--- src/design/sfd_pkg.sv ---
// shared types, constants and helpers for the sample frame deframer
`default_nettype none

package sfd_pkg;

  localparam int unsigned ByteW   = 8;
  localparam int unsigned SampleW = 16;
  localparam int unsigned CountW  = 15;
  localparam int unsigned KindW   = 2;
  localparam int unsigned OutDataW = 32;

  localparam logic [CountW-1:0] ExpectedReset = 15'd1024;

  localparam logic [ByteW-1:0] SyncS = 8'h53;
  localparam logic [ByteW-1:0] SyncT = 8'h54;
  localparam logic [ByteW-1:0] SyncA = 8'h41;
  localparam logic [ByteW-1:0] SyncR = 8'h52;

  typedef enum logic [KindW-1:0] {
    KIND_HDR_OK  = 2'd0,
    KIND_LEN_ERR = 2'd1,
    KIND_SAMPLE  = 2'd2
  } sfd_kind_e;

  typedef struct packed {
    sfd_kind_e                 kind;
    logic signed [SampleW-1:0] sample;
    logic [CountW-1:0]         count;
    logic                      last;
  } sfd_result_t;

  // expected letter of the sync word after idx letters matched
  function automatic logic [ByteW-1:0] sync_letter(input logic [2:0] idx);
    logic [ByteW-1:0] letter;
    case (idx)
      3'd0:    letter = SyncS;
      3'd1:    letter = SyncT;
      3'd2:    letter = SyncA;
      3'd3:    letter = SyncR;
      default: letter = SyncT;
    endcase
    return letter;
  endfunction

endpackage

`default_nettype wire

--- src/design/sfd_parser.sv ---
// frame parser: sync hunt, length check and sample assembly, one byte per transfer
`default_nettype none

module sfd_parser
  import sfd_pkg::*;
(
  input  wire logic              clk_i,
  input  wire logic              rst_ni,
  input  wire logic              fire_i,
  input  wire logic [ByteW-1:0]  byte_i,
  input  wire logic [CountW-1:0] expected_i,
  output logic                   res_valid_o,
  output sfd_result_t            res_o
);

  typedef enum logic [3:0] {
    PH_HUNT0  = 4'd0,
    PH_HUNT1  = 4'd1,
    PH_HUNT2  = 4'd2,
    PH_HUNT3  = 4'd3,
    PH_HUNT4  = 4'd4,
    PH_LEN_LO = 4'd5,
    PH_LEN_HI = 4'd6,
    PH_SMP_LO = 4'd7,
    PH_SMP_HI = 4'd8
  } phase_e;

  phase_e            phase_q, phase_d;
  logic [ByteW-1:0]  len_lo_q, len_lo_d;
  logic [ByteW-1:0]  smp_lo_q, smp_lo_d;
  logic [CountW-1:0] left_q, left_d;

  logic [2:0]         hunt_idx;
  logic [SampleW-1:0] len_word;
  logic [SampleW-1:0] smp_word;
  logic [CountW-1:0]  count;
  logic [CountW-1:0]  left_dec;
  logic               res_valid;
  sfd_result_t        res;

  assign len_word = {byte_i, len_lo_q};
  assign smp_word = {byte_i, smp_lo_q};
  assign count    = len_word[SampleW-1:1];
  assign left_dec = left_q - 15'd1;
  assign hunt_idx = (phase_q <= PH_HUNT4) ? phase_q[2:0] : 3'd0;

  always_comb begin
    phase_d    = phase_q;
    len_lo_d   = len_lo_q;
    smp_lo_d   = smp_lo_q;
    left_d     = left_q;
    res_valid  = 1'b0;
    res.kind   = KIND_HDR_OK;
    res.sample = '0;
    res.count  = '0;
    res.last   = 1'b0;
    case (phase_q)
      PH_LEN_LO: begin
        len_lo_d = byte_i;
        phase_d  = PH_LEN_HI;
      end
      PH_LEN_HI: begin
        res_valid = 1'b1;
        res.count = count;
        if (count == expected_i) begin
          res.kind = KIND_HDR_OK;
          left_d   = count;
          phase_d  = (count != '0) ? PH_SMP_LO : PH_HUNT0;
        end else begin
          res.kind = KIND_LEN_ERR;
          phase_d  = PH_HUNT0;
        end
      end
      PH_SMP_LO: begin
        smp_lo_d = byte_i;
        phase_d  = PH_SMP_HI;
      end
      PH_SMP_HI: begin
        res_valid  = 1'b1;
        res.kind   = KIND_SAMPLE;
        res.sample = signed'(smp_word);
        res.last   = (left_dec == '0);
        left_d     = left_dec;
        phase_d    = (left_dec == '0) ? PH_HUNT0 : PH_SMP_LO;
      end
      default: begin
        // hunting, unused codes behave as nothing matched
        if (byte_i == sync_letter(hunt_idx)) begin
          phase_d = phase_e'({1'b0, hunt_idx} + 4'd1);
        end else if (byte_i == SyncS) begin
          phase_d = PH_HUNT1;
        end else begin
          phase_d = PH_HUNT0;
        end
      end
    endcase
  end

  always_ff @(posedge clk_i or negedge rst_ni) begin
    if (!rst_ni) begin
      phase_q  <= PH_HUNT0;
      len_lo_q <= '0;
      smp_lo_q <= '0;
      left_q   <= '0;
    end else if (fire_i) begin
      phase_q  <= phase_d;
      len_lo_q <= len_lo_d;
      smp_lo_q <= smp_lo_d;
      left_q   <= left_d;
    end
  end

  assign res_valid_o = fire_i & res_valid;
  assign res_o       = res;

endmodule

`default_nettype wire

--- src/design/sfd_out_reg.sv ---
// result register driving the master-side stream
`default_nettype none

module sfd_out_reg
  import sfd_pkg::*;
(
  input  wire logic        clk_i,
  input  wire logic        rst_ni,
  input  wire logic        push_i,
  input  wire sfd_result_t res_i,
  output logic             free_o,
  output logic             valid_o,
  input  wire logic        ready_i,
  output sfd_result_t      res_o
);

  logic        valid_q, valid_d;
  sfd_result_t res_q;

  assign free_o = !valid_q || ready_i;

  always_comb begin
    valid_d = valid_q;
    if (push_i) begin
      valid_d = 1'b1;
    end else if (ready_i) begin
      valid_d = 1'b0;
    end
  end

  always_ff @(posedge clk_i or negedge rst_ni) begin
    if (!rst_ni) begin
      valid_q <= 1'b0;
    end else begin
      valid_q <= valid_d;
    end
  end

  always_ff @(posedge clk_i) begin
    if (push_i) begin
      res_q <= res_i;
    end
  end

  assign valid_o = valid_q;
  assign res_o   = res_q;

endmodule

`default_nettype wire

--- src/design/sample_frame_deframer_core.sv ---
// top level of the sample frame deframer
// Takes one received byte per transfer and finds frames of the form "START",
// a 16-bit little-endian byte length, then that many bytes of little-endian
// int16 samples. The length is checked against expected_samples at the length
// high byte: a match gives a header-accepted result followed by one result per
// sample (tlast on the final one), a mismatch gives one mismatch result and the
// hunt resumes. A byte is taken every cycle while the master side does not stall;
// each one is held in the input register and the parser writes its result, if
// any, into the result register, which drives the master side. The only stall
// comes from the master side holding tready low.
`default_nettype none

module sample_frame_deframer_core
  import sfd_pkg::*;
(
  input  wire logic                 clk_i,
  input  wire logic                 rst_ni,
  input  wire logic                 cfg_wr_en_i,
  input  wire logic [CountW-1:0]    cfg_wr_data_i,   // expected_samples
  input  wire logic                 s_axis_tvalid,
  output logic                      s_axis_tready,
  input  wire logic [ByteW-1:0]     s_axis_tdata,    // [7:0] rx_byte
  output logic                      m_axis_tvalid,
  input  wire logic                 m_axis_tready,
  output logic [OutDataW-1:0]       m_axis_tdata,    // [15:0] sample_value, [30:16] reported_count
  output logic [KindW-1:0]          m_axis_tuser,    // [1:0] result_kind
  output logic                      m_axis_tlast     // last_sample
);

  logic [CountW-1:0] expected_q;
  logic              in_valid_q;
  logic [ByteW-1:0]  in_byte_q;
  logic              out_free;
  logic              fire;
  logic              push;
  sfd_result_t       res;
  sfd_result_t       out_res;

  assign fire          = in_valid_q && out_free;
  assign s_axis_tready = !in_valid_q || out_free;

  always_ff @(posedge clk_i or negedge rst_ni) begin
    if (!rst_ni) begin
      expected_q <= ExpectedReset;
    end else if (cfg_wr_en_i) begin
      expected_q <= cfg_wr_data_i;
    end
  end

  always_ff @(posedge clk_i or negedge rst_ni) begin
    if (!rst_ni) begin
      in_valid_q <= 1'b0;
    end else if (s_axis_tvalid && s_axis_tready) begin
      in_valid_q <= 1'b1;
    end else if (fire) begin
      in_valid_q <= 1'b0;
    end
  end

  always_ff @(posedge clk_i) begin
    if (s_axis_tvalid && s_axis_tready) begin
      in_byte_q <= s_axis_tdata;
    end
  end

  sfd_parser u_parser (
    .clk_i       (clk_i),
    .rst_ni      (rst_ni),
    .fire_i      (fire),
    .byte_i      (in_byte_q),
    .expected_i  (expected_q),
    .res_valid_o (push),
    .res_o       (res)
  );

  sfd_out_reg u_out_reg (
    .clk_i   (clk_i),
    .rst_ni  (rst_ni),
    .push_i  (push),
    .res_i   (res),
    .free_o  (out_free),
    .valid_o (m_axis_tvalid),
    .ready_i (m_axis_tready),
    .res_o   (out_res)
  );

  assign m_axis_tdata = {1'b0, out_res.count, out_res.sample};
  assign m_axis_tuser = out_res.kind;
  assign m_axis_tlast = out_res.last;

endmodule

`default_nettype wire

--- config.mk ---
export PLATFORM = sky130hd
export DESIGN_NAME = sample_frame_deframer_core
export DESIGN_NICKNAME = d
export VERILOG_FILES = /design/src/design/sfd_pkg.sv /design/src/design/sfd_parser.sv /design/src/design/sfd_out_reg.sv /design/src/design/sample_frame_deframer_core.sv
export SDC_FILE = /design/constraint.sdc
export NUM_CORES = 1
export LEC_CHECK = 0
export BUFFER_PORTS_ARGS = -buffer_cell sky130_fd_sc_hd__buf_2
export CORE_MARGIN = 4
export CORE_UTILIZATION = 52
export DETAILED_ROUTE_END_ITERATION = 7
export GPL_ROUTABILITY_DRIVEN = 0
export GPL_TIMING_DRIVEN = 0
export PLACE_DENSITY = 0.76
export SLEW_MARGIN = 20
export SYNTH_ARGS = -nofsm -noshare
export SYNTH_HDL_FRONTEND = slang
export SYNTH_SLANG_ARGS = --single-unit
export TNS_END_PERCENT = 30
--- constraint.sdc ---
create_clock -name clk_i -period 2.5 [get_ports clk_i]
set_input_delay 0.375 -clock clk_i [delete_from_list [all_inputs] [get_ports clk_i]]
set_output_delay 0.375 -clock clk_i [all_outputs]
set_load 0.1 [all_outputs]
[Yosys cells after proc, flatten, opt, wreduce, memory -nomap -nowiden]
Cells that the tools add are included.
Word-level totals
  flip-flop bits (word level): 94
  word-level logic and storage cells: 61
  output and inout bits: 37
  input port bits: 28
Operators by class
  reductions and logical operators: 17
  order comparisons: 1
  add/subtract/negate cells: 2
  eq/ne operators: 10
  bitwise logic cells: 1
  multiplexer cells: 18
Operators with widths (count)
  $pmux W15 S2: 1
  $pmux W4 S4: 1
  $eq A15 B15 Y1: 1
  $logic_not A15 Y1: 1
  $mux W15: 1
  $pmux W5 S3: 1
  $reduce_bool A15 Y1: 1
  $sub A15 B1 Y15 const B: 1
  $eq A4 B3 Y1 const B: 3
  $mux W3: 3
  $eq A8 B7 Y1 const B: 1
  $eq A8 B8 Y1: 1
  $mux W4: 2
  $mux W8: 1
  $mux W1: 7
  $eq A3 B2 Y1 const B: 2
  $reduce_bool A2 Y1: 3
  $add A3 B1 Y4 const B: 1
  $eq A4 B4 Y1 const B: 1
  $le A4 B3 Y1 const B: 1
  $pmux W2 S2: 1
  $reduce_and A2 Y1: 2
  $reduce_or A4 Y1: 1
  $logic_not A3 Y1: 1
  other kinds (7): 10

[Depth between registers and ports, before layout]
Gate-level depths: netlist (run 1).
  depth in word-level cells: 8
  gate-level depth with buffers: 10
  gate-level depth less buffers: 9

[By module]
A second synthesis (run 1) with hierarchy kept.
Second synthesis, totals
  cells, all modules: 392
  area total of the unflattened synthesis: 4518.1 um^2
Modules (own cells, without submodules)
  sfd_parser: sequential area each 850.8 um^2, cells an instance 308, area each 2533.7 um^2, times used 1
  sfd_out_reg: sequential area each 1046.0 um^2, cells an instance 37, area each 1068.5 um^2, times used 1
  sample_frame_deframer_core: sequential area each 641.9 um^2, cells an instance 47, area each 915.9 um^2, times used 1

[Least setup slack after synthesis (run 1)]
Ideal clock, no wire load.
  path type: flip-flop to flip-flop
  from: register u_out_reg.valid_q, in the netlist u_out_reg.valid_o
  to: register u_parser.left_q[0]
  required time: 2.376 ns
  clock period less this slack: 2.887 ns
  cell stages (with the launch flop): 8
  setup slack: -0.387 ns
  setup time: 0.124 ns
  buffers on the path: 1
  arrival time: 2.763 ns
  cells stage by stage: dfrtp_1 -> nand2b_1 -> and2_1 -> clkbuf_1 -> o21ai_1 -> inv_1 -> nand2b_1 -> a211o_1
Between the ends
  cells in the longest elaborated chain, start to end: 4
RTL lines
  from (decl): RTL line sfd_out_reg.sv:17  | logic valid_q, valid_d;
  from (signal assigned): RTL line sfd_out_reg.sv:35  | valid_q <= valid_d;
  $logic_not A1 Y1: RTL line sfd_out_reg.sv:20  | assign free_o = !valid_q || ready_i;
  $logic_or A1 B1 Y1: RTL line sfd_out_reg.sv:20
  $logic_and A1 B1 Y1: RTL line sample_frame_deframer_core.sv:39  | assign fire = in_valid_q && out_free;
  $reduce_and A3 Y1 (no line)
  to (signal assigned): RTL line sfd_parser.sv:109  | left_q <= left_d;
  to (decl): RTL line sfd_parser.sv:31  | logic [CountW-1:0] left_q, left_d;
No other way between the ends.
A chain may end at the register's enable or synchronous reset.

[Worst setup path after layout (run 1)]
  from: register u_parser.left_q[6]
  to: register u_parser.phase_q[1]
Between the ends
  cells in the longest elaborated chain, start to end: 4
RTL lines
  $sub A15 B1 Y15: RTL line sfd_parser.sv:44  | assign left_dec = left_q - 15'd1;
  $logic_not A15 Y1: RTL line sfd_parser.sv:84  | phase_d = (left_dec == '0) ? PH_HUNT0 : PH_SMP_LO;
  $mux W3: RTL line sfd_parser.sv:84
  $pmux W4 S4: RTL line sfd_parser.sv:57  | case (phase_q)
  to (signal assigned): RTL line sfd_parser.sv:106  | phase_q <= phase_d;
  to (decl): RTL line sfd_parser.sv:28  | phase_e phase_q, phase_d;
No other way between the ends.

==> results.cfg, run 1 <==
[outcome]
run_status = finished, violations left
failed_checks = negative setup slack

[global_routing]
grt_max_degree = 52
grt_pass1_wl_um = 17000
grtUsageTotal = 0.214
grt_pass1_vias = 3450
antenna_found_initial = 0
overflow = 0

[clock_tree]
tritoncts = yes
cts_buffer_depth = 2
cts_buffers = 9
path_clk_slew_ns = 0.10
cts-root-buf = clkbuf_8
hold_buffers = 0
htree_levels = 3
clock_latency_ns = 0.37
clock_sinks = 93

[power_and_ir_drop]
peakVddDrop_uv = 524
cellPowerDensity_nw_per_um2 = 974
power_mw = 5.20
power.leakage_nw = 2.12

[timing]
worst_pin_slew_ns = 0.882
rsz0062_at_grt = yes
slew_viol_final = 0
hold_viol_final = 0
setup_ws_ns = -0.0768
post-route-period-util = 1.03
skew_ns = 0.0104
setup_violations = 3
slew_headroom = 0.407
finalCriticalPeriod_ns = 2.58
clock.fmax_mhz = 388
tns_ns = -0.128

[die]
die_h_um = 101
start_util = 0.543
dieArea_um2 = 10300
pin_count = 65
row_count = 33
fp.coreArea_um2 = 8340
die_x_um = 101

[logic_synthesis]
yosys.area.top_type = edfxtp_1
yosysTopAreaCellShare = 0.279
synthCells = 396
synth_cell_types = 52
ys_seq_area_frac = 0.561
synthArstFlopShare = 0.548
syn_area_per_cell_um2 = 11.4
synth-edff-count = 42
syn_area_um2 = 4530
yosys-top-cells-count = 50 x dfrtp_1, 42 x edfxtp_1, 33 x and2_1, 30 x mux2_2, 25 x nor2_1
synth_seq_cells = 93
synth-main-ff-cell = dfrtp_1
synth.most_common_cell = dfrtp_1
yosys-top-cells-area = edfxtp_1 28%, dfrtp_1 28%, mux2_2 7.5%, and2_1 4.6%, xnor2_1 2.9%
synth_fp_nets = 428
ys_warn_count = 0

[cells_and_area]
final_util = 0.641
fin_cells = 582
layout-drive-gt1-share = 0.323
num-nets-final = 504
num_antenna_cells = 0
area_growth_pct = 18.1

[worst_setup_path]
cp_cell_sequence = buf_2 -> or4_1 -> buf_4 -> or4_4 -> a211oi_4 -> a311oi_2 -> a211oi_2 -> a31oi_1
path_buf_inv = 2
critPathTopFamily = simple AND/OR/NAND/NOR gates
crit_slowest_cell = or4_1
timing.critical_path.fanout_max = 9
path_class = reg -> reg
reg2reg_slack_ns = -0.08
rr_endpoint = u_parser.phase_q[1]$_DFFE_PN0P_
required_ns = 2.73
ff2ff_path_depth = 8
r2r-start = u_parser.left_q[6]$_DFFE_PN0P_
crit_arrival_ns = 2.81
critical_path.max_stage_delay_ns = 0.50
startpoint_type = flip-flop
endpoint_kind = flip-flop

[drt]
drc = 0
ant_nets = 0
num_vias = 3447
drtPass1Iterations = 4
wirelength_um = 10400
drtIter0Drc = 229
via_per_inst = 5.92
wl_per_cell_um = 17.8

[place]
dp.cells = 563
place.port_buffers = 62
dp_hpwl_um = 6810

[min_path]
hold_path.class = in -> async

[flow_run]
cap_violations = 0
-- flip-flops by register name (all words and copies together) (netlist names) --
signal	count
expected_q	15
u_out_reg.valid_o	1
in_valid_q	1
u_parser.smp_lo_q	8
u_parser.len_lo_q	7
u_parser.left_q	15
u_out_reg.res_o	34
u_parser.phase_q	4
in_byte_q	8
-- layer usage --
layer | vias to the layer above | GRT usage | wire, µm
met2 | 178 | 0.344 | 5030
met5 | - | 0 | 0
met1 | 1657 | 0.282 | 4200
li1 | 1586 | - | -
met3 | 26 | 0.0468 | 887
met4 | 0 | 0.0930 | 279
-- layout make-up --
| class | instances | area (µm²) |
|---|---|---|
| Sequential cell | 93 | 2550 |
| Multi-Input combinational cell | 263 | 1900 |
| Timing Repair inverter | 1 | 7.51 |
| Inverter | 10 | 41.3 |
| Clock inverter | 7 | 103 |
| Buffer | 23 | 115 |
| Fill cell | 674 | 3000 |
| Tap cell | 105 | 131 |
| Clock buffer | 9 | 124 |
| Timing Repair Buffer | 71 | 380 |
-- kinds of logic (layout without fill, tap and decap cells) --
kind of cell / after synthesis / count (layout) / share of synthesized area
compound gates: 64 / 64 / 0.0976
xor+xnor: 23 / 23 / 0.0445
fa+ha+maj: 4 / 4 / 0.0111
mux: 30 / 30 / 0.0746
buf+inv: 40 / 121 / 0.0384
other cells: 1 / 1 / 0.000829
flops: 93 / 93 / 0.561
simple gates: 141 / 141 / 0.172
-- power breakdown --
group | internal, mW | total [mW] | switching, mW
clock | 0.578 | 1.15 | 0.573
sequential | 1.95 | 2.32 | 0.371
combinational | 0.670 | 1.73 | 1.06
-- stage by stage --
stage	hold WS (ns)	area, µm²	setup WS, ns
CTS	0.0460	5310	0.000182
detailed placement	0.446	4980	-0.678
finish	0.0245	5340	-0.0768
global placement	0.454	4980	-0.570
global route	0.0698	5340	-0.153
floorplan	0.0794	4530	-0.0706
-- worst max path at each step --
stage | start | endpoint | slack [ns] | cells past startpoint
floorplan | u_parser.phase_q[2]$_DFFE_PN0P_ | u_parser.phase_q[1]$_DFFE_PN0P_ | -0.07 | 10
global placement | u_parser.phase_q[0]$_DFFE_PN0P_ | u_parser.left_q[4]$_DFFE_PN0P_ | -0.57 | 8
detailed placement | u_parser.phase_q[0]$_DFFE_PN0P_ | u_parser.left_q[6]$_DFFE_PN0P_ | -0.68 | 8
CTS | u_parser.phase_q[0]$_DFFE_PN0P_ | u_out_reg.res_o[5]$_SDFFCE_PN0P_ | 0.0002 | 5
global route | u_parser.left_q[1]$_DFFE_PN0P_ | u_parser.phase_q[1]$_DFFE_PN0P_ | -0.15 | 9
finish | u_parser.left_q[6]$_DFFE_PN0P_ | u_parser.phase_q[1]$_DFFE_PN0P_ | -0.08 | 8
-- placed cells by master, fill, tap and decap left out, drive strengths merged, types with 7 or more instances in the layout --
cell type and instances:
mux2 30, xor2 8, edfxtp 42, clkbuf 23, and2 33, dfrtp 50, nand3 8, nor2 25
buf 80, a21oi 9, a2bb2oi 7, xnor2 15, nor3 17, nand2 14, nor4 10, inv 12
nand4 9, o21ai 19
-- repair_timing --
item	in CTS	in global routing
pin swaps	5	0
gates resized for setup	22	6
endpoints found under the setup margin	54	51
buffers inserted	8	1
cloned	1	0
Power figures use the tool's default switching activity.
==> run 2, diff against run 1 <==
--- a/config.mk
+++ b/config.mk
@@ -10,7 +10,6 @@
 export CORE_UTILIZATION = 52
 export DETAILED_ROUTE_END_ITERATION = 7
 export GPL_ROUTABILITY_DRIVEN = 0
-export GPL_TIMING_DRIVEN = 0
 export PLACE_DENSITY = 0.76
 export SLEW_MARGIN = 20
 export SYNTH_ARGS = -nofsm -noshare
==> run 2 against run 1 <==
Compared with the run above:
- the run now ends clean
- routed wire length up 0.72%
- via count up 0.67%
- flip-flop and latch count unchanged
- critical path depth unchanged
- sequential power about the same
- count of clock-buffer cells in the layout unchanged
- clock skew down 0.0013 ns
- utilization up 0.87 points
- largest power group unchanged
- non-clock buffer count up 9
- critical path type unchanged
- first-iteration DRC count up 27%
- maximum frequency up 4.1%
==> results.cfg, run 2 (same netlist as run 1, synthesis figures left out) <==
[outcome]
run_status = finished, final reports clean

[drt]
wirelength_um = 10500
drtIter0Drc = 291
drtPass1Iterations = 5
num_vias = 3470
drc = 0
met2WireLength_um = 5120
via_per_inst = 5.88
met1_length_um = 4240
wl_met3_um = 867
wl_per_cell_um = 17.7
highest-signal-layer = met4
ant_nets = 0

[clock_tree]
clock_latency_ns = 0.36
cts-root-buf = clkbuf_8
cts_buffers = 9
cts_buffer_depth = 2
clock_sinks = 93
path_clk_slew_ns = 0.09
htree_levels = 3
tritoncts = yes
hold_buffers = 0

[die]
fp.coreArea_um2 = 8340
die_h_um = 101
die_x_um = 101
start_util = 0.543
dieArea_um2 = 10300
pin_count = 65
row_count = 33

[worst_setup_path]
endpoint_kind = flip-flop
path_class = reg -> reg
timing.critical_path.fanout_max = 5
reg2reg_slack_ns = 0.03
r2r-start = u_parser.phase_q[0]$_DFFE_PN0P_
ff2ff_path_depth = 8
cp_cell_sequence = buf_4 -> buf_4 -> or3_1 -> a311oi_1 -> o2111ai_1 -> or2_4 -> or3_1 -> a31oi_1
crit_slowest_cell = dfrtp_1
critical_path.max_stage_delay_ns = 0.42
rr_endpoint = u_parser.phase_q[1]$_DFFE_PN0P_
startpoint_type = flip-flop
required_ns = 2.77
crit_arrival_ns = 2.74

[timing]
clock.fmax_mhz = 404
setup_ws_ns = 0.0257
setup_violations = 0
slew_headroom = 0.558
worst_pin_slew_ns = 0.663
slew_viol_final = 0
finalCriticalPeriod_ns = 2.47
post-route-period-util = 0.990
tns_ns = 0
skew_ns = 0.00910
hold_viol_final = 0
hold-worst-slack_ns = 0.121

[cells_and_area]
area_growth_pct = 19.7
largest_reg_flops = 34
num_antenna_cells = 0
num-nets-final = 512
layout-drive-gt1-share = 0.344
final_cell_mix = 63 x buf_2, 48 x dfrtp_1, 42 x edfxtp_1
final_util = 0.649
fin_cells = 590
final_cell_area_um2 = 5420
layout_commonest_cell = buf_2

[power_and_ir_drop]
peakVddDrop_uv = 626
power.leakage_nw = 2.21
power_mw = 5.15
cellPowerDensity_nw_per_um2 = 950

[place]
dp.cells = 573
dp_hpwl_um = 7150
place_ws_ns = -0.0132
place.port_buffers = 63
dpl-instance-area_um2 = 5150

[global_routing]
grt_pass1_wl_um = 17000
grtUsageTotal = 0.215
grt_max_degree = 52
antenna_found_initial = 0
overflow = 0
grt_pass1_vias = 3390

[flow_run]
cap_violations = 0

[min_path]
hold_path.class = in -> async
==> run 2: changes by cell type in the layout (fill, tap and decap cells not counted), sizes merged <==
cell	change
inv	+1
buf	+23
bufinv	-1
clkinvlp	-1
clkbuf	-14
==> run 2: repair_timing <==
| action | CTS | global route |
|---|---|---|
| pin swaps | 1 | 5 |
| gates resized for setup | 2 | 12 |
| endpoints found under the setup margin | 3 | 3 |
| setup buffers | 0 | 1 |
==> run 2: where the power goes <==
part           total, mW  switching (mW)  internal [mW]
Clock               1.03           0.557          0.477
Sequential          2.30           0.351           1.95
Combinational       1.81            1.07          0.744
==> run 2: layout make-up <==
type                            instances  area [µm²]
Clock buffer                            9         124
Clock inverter                          7        77.6
Fill cell                             641        2920
Inverter                               10        41.3
Multi-Input combinational cell        263        1870
Sequential cell                        93        2540
Tap cell                              105         131
Timing Repair Buffer                  103         628
==> run 2: worst max-delay path: cells and delay by family (launching register included) <==
| family | cells | cell delay [ns] |
|---|---|---|
| AND/OR/NAND/NOR | 3 | 0.94 |
| AO/OA/AOI/OAI | 3 | 0.73 |
| flip-flops | 1 | 0.42 |
| buffers and inverters | 2 | 0.29 |
==> run 2: how the worst max path moves through the flow <==
stage	cells past startpoint	from	end
2_1_floorplan	10	u_parser.phase_q[2]$_DFFE_PN0P_	u_parser.phase_q[1]$_DFFE_PN0P_
3_3_place_gp	9	u_parser.phase_q[3]$_DFFE_PN0P_	u_parser.phase_q[1]$_DFFE_PN0P_
3_5_place_dp	9	u_parser.phase_q[3]$_DFFE_PN0P_	u_parser.phase_q[1]$_DFFE_PN0P_
4_1_cts	9	u_parser.phase_q[0]$_DFFE_PN0P_	u_parser.phase_q[1]$_DFFE_PN0P_
5_1_grt	10	u_parser.phase_q[3]$_DFFE_PN0P_	u_parser.phase_q[1]$_DFFE_PN0P_
6_report	8	u_parser.phase_q[0]$_DFFE_PN0P_	u_parser.phase_q[1]$_DFFE_PN0P_
==> run 2: per-layer routing <==
metal,global-route usage,vias up
met5,0,-
met4,0.0808,0
met3,0.0544,24
met2,0.349,160
met1,0.280,1678
li1,-,1608
==> run 3, diff against run 2 <==
--- a/config.mk
+++ b/config.mk
@@ -14,5 +14,6 @@
 export SLEW_MARGIN = 20
 export SYNTH_ARGS = -nofsm -noshare
 export SYNTH_HDL_FRONTEND = slang
+export SYNTH_HIERARCHICAL = 1
 export SYNTH_SLANG_ARGS = --single-unit
 export TNS_END_PERCENT = 30
==> run 3 against run 2 <==
Compared with the run above:
- the run now ends with negative setup slack left
- design area is 0.39% lower
- area after synthesis shrank 0.17%
- sequential share of layout area rose by 0.23 points
- non-clock buffer count is 5 lower
- count of clock-buffer cells in the layout did not move
- global-route usage decreased by 0.71 points
- flip-flop and latch count did not move
- utilization fell by 0.25 points
- synthesized cell count fell by 1.0%
- register-to-register slack lost 0.099 ns
- critical endpoint is now u_parser/phase_q[0]$_DFFE_PN0P_
- largest cell class unchanged
- highest routed layer unchanged
==> results.cfg, run 3 <==
[outcome]
run_status = finished, violations left
failed_checks = negative setup slack

[global_routing]
grtUsageTotal = 0.208
overflow = 0
grt_max_degree = 52
grt_pass1_vias = 3300
grt_pass1_wl_um = 16300
antenna_found_initial = 0

[die]
fp.coreArea_um2 = 8340
die_x_um = 101
die_h_um = 101
row_count = 33
dieArea_um2 = 10200
pin_count = 65
start_util = 0.542

[drt]
drtPass1Iterations = 5
ant_nets = 0
wirelength_um = 10100
num_vias = 3444
drc = 0
drtIter0Drc = 227
wl_per_cell_um = 17.3
via_per_inst = 5.90

[logic_synthesis]
yosysTopAreaCellShare = 0.279
ys_warn_count = 6
yosys-top-cells-area = edfxtp_1 28%, dfrtp_1 28%, mux2_2 5.0%, mux2_4 3.3%, xnor2_1 3.1%
yosys-top-cells-count = 50 x dfrtp_1, 42 x edfxtp_1, 32 x nor2_1, 20 x clkbuf_1, 20 x mux2_2
synth_seq_cells = 93
synthArstFlopShare = 0.548
yosys.area.top_type = edfxtp_1
synth-edff-count = 42
synth_cell_types = 57
syn_area_um2 = 4520
syn_area_per_cell_um2 = 11.5
ys_seq_area_frac = 0.562
synth_fp_nets = 426
synth.most_common_cell = dfrtp_1
synthCells = 392
synth-main-ff-cell = dfrtp_1

[worst_setup_path]
crit_arrival_ns = 2.86
timing.critical_path.fanout_max = 4
required_ns = 2.78
path_class = reg -> reg
reg2reg_slack_ns = -0.07
startpoint_type = flip-flop
endpoint_kind = flip-flop

[timing]
slew_headroom = 0.376
rsz0062_at_grt = yes
clock.fmax_mhz = 389
finalCriticalPeriod_ns = 2.57
setup_violations = 2
hold_viol_final = 0
post-route-period-util = 1.03
setup_ws_ns = -0.0734
slew_viol_final = 0
worst_pin_slew_ns = 0.936
skew_ns = 0.0110

[cells_and_area]
fin_cells = 584
largest_reg_flops = 34
num-nets-final = 508
final_cell_mix = 63 x buf_2, 48 x dfrtp_1, 42 x edfxtp_1
final_util = 0.647
area_growth_pct = 19.4
multi_input_area_um2 = 1880
seq_area_um2 = 2540
fill_cells = 663
layout-drive-gt1-share = 0.349
layout_commonest_cell = buf_2
num_antenna_cells = 0

[flow_run]
cap_violations = 0

[clock_tree]
cts-root-buf = clkbuf_8
tritoncts = yes
htree_levels = 3
cts_buffers = 9
path_clk_slew_ns = 0.10
clock_latency_ns = 0.37
clock_sinks = 93
cts_buffer_depth = 2

[power_and_ir_drop]
p_int_mw = 3.08
comb_power_share = 0.321
peakVddDrop_uv = 429
power.leakage_nw = 2.30
seq_power_share = 0.462
p_sw_mw = 1.85
switching_share = 0.376
cellPowerDensity_nw_per_um2 = 915
pwr-share-clk = 0.217

[place]
dp_hpwl_um = 7140
place.port_buffers = 63
dp.cells = 568

[min_path]
hold_path.class = in -> async
==> run 3: cell types whose count changed in the layout (fill, tap and decap cells not counted), moves of 7 or more <==
| cell | change |
|---|---|
| a21oi_1 | +10 |
| a2bb2oi_1 | -7 |
| and2_1 | -14 |
| and3_1 | +14 |
| mux2_2 | -10 |
| mux2_4 | +10 |
| nand2_1 | -7 |
| nor2_1 | +7 |
| xor2_1 | -7 |
==> run 3: final cells by class <==
cell class              count  share of cell area
multi-input cells         261               0.349
repair buffers             98               0.108
well taps                 105              0.0244
clock buffers               9              0.0230
clock inverters             7              0.0172
inverters                  11             0.00765
flip-flops and latches     93               0.471
==> run 3: final timing paths <==
| check | from | to | cells after the start |
|---|---|---|---|
| max in group asynchronous | rst_ni | u_parser/phase_q[2]$_DFFE_PN0P_ | 2 |
| min in group clk_i | s_axis_tdata[7] | in_byte_q[7]$_DFFE_PP_ | 1 |
| worst max-delay path | u_parser/phase_q[1]$_DFFE_PN0P_ | u_parser/phase_q[0]$_DFFE_PN0P_ | 7 |
| worst min-delay path | rst_ni | in_valid_q$_DFFE_PN0P_ | 2 |
| worst max register to register | u_parser/phase_q[1]$_DFFE_PN0P_ | u_parser/phase_q[0]$_DFFE_PN0P_ | 7 |
| worst min register to register | u_parser/smp_lo_q[0]$_DFFE_PN0P_ | u_parser/smp_lo_q[0]$_DFFE_PN0P_ | 2 |
==> run 3: logic make-up (layout without fill, tap and decap cells) <==
kind of cell | after synthesis | in the layout | synth area share
AO/OA/AOI/OAI | 67 | 67 | 0.0922
adder cells (fa/ha/maj) | 6 | 6 | 0.0166
buffers and inverters | 38 | 125 | 0.0379
AND/OR/NAND/NOR | 139 | 139 | 0.172
XOR/XNOR | 17 | 17 | 0.0330
multiplexers | 31 | 31 | 0.0853
flip-flops | 93 | 93 | 0.562
other | 1 | 1 | 0.000830
==> run 3: stage by stage <==
stage          worst slack, ns  TNS (ns)  instance area [µm²]  hold WS [ns]  power, mW
2_1_floorplan          -0.0100   -0.0262                 4610        0.0794       3.35
3_3_place_gp           -0.0360   -0.0360                 5140         0.454       3.77
3_5_place_dp            -0.110    -0.231                 5140         0.466       3.84
4_1_cts                -0.0327   -0.0423                 5370         0.130       4.91
5_1_grt                 -0.171    -0.429                 5400         0.153       5.20
6_report               -0.0734   -0.0823                 5400        0.0843       4.94
==> run 3: timing repair <==
action / in CTS / in global routing
gates resized for setup: 3 / 7
setup endpoints to repair: 3 / 4
buffers inserted: 0 / 0
hold buffers: 0 / 0
pin swaps: 6 / 7
==> run 3: power by group through the flow <==
stage / logic, mW / clock network (mW) / registers [mW]
2_1_floorplan: 0.938 / 0 / 2.41
3_3_place_gp: 1.49 / 0 / 2.28
3_5_place_dp: 1.54 / 0 / 2.30
4_1_cts: 1.56 / 1.09 / 2.27
5_1_grt: 1.73 / 1.15 / 2.32
6_report: 1.58 / 1.07 / 2.28
==> run 3: worst max-delay path, stage by stage (launching register included) <==
cell and delay (ns):
dfrtp_1 0.42, or4b_4 0.56, ha_4 0.19, or4_1 0.40
a222oi_1 0.41, and3_1 0.22, o21ai_1 0.07, a41oi_1 0.22
==> run 3: metal layers <==
layer,up-vias,global-route usage,share of wire
li1,1595,-,-
met1,1657,0.283,0.42
met2,162,0.325,0.47
met3,30,0.0317,0.076
met4,0,0.107,0.030
met5,-,0,0
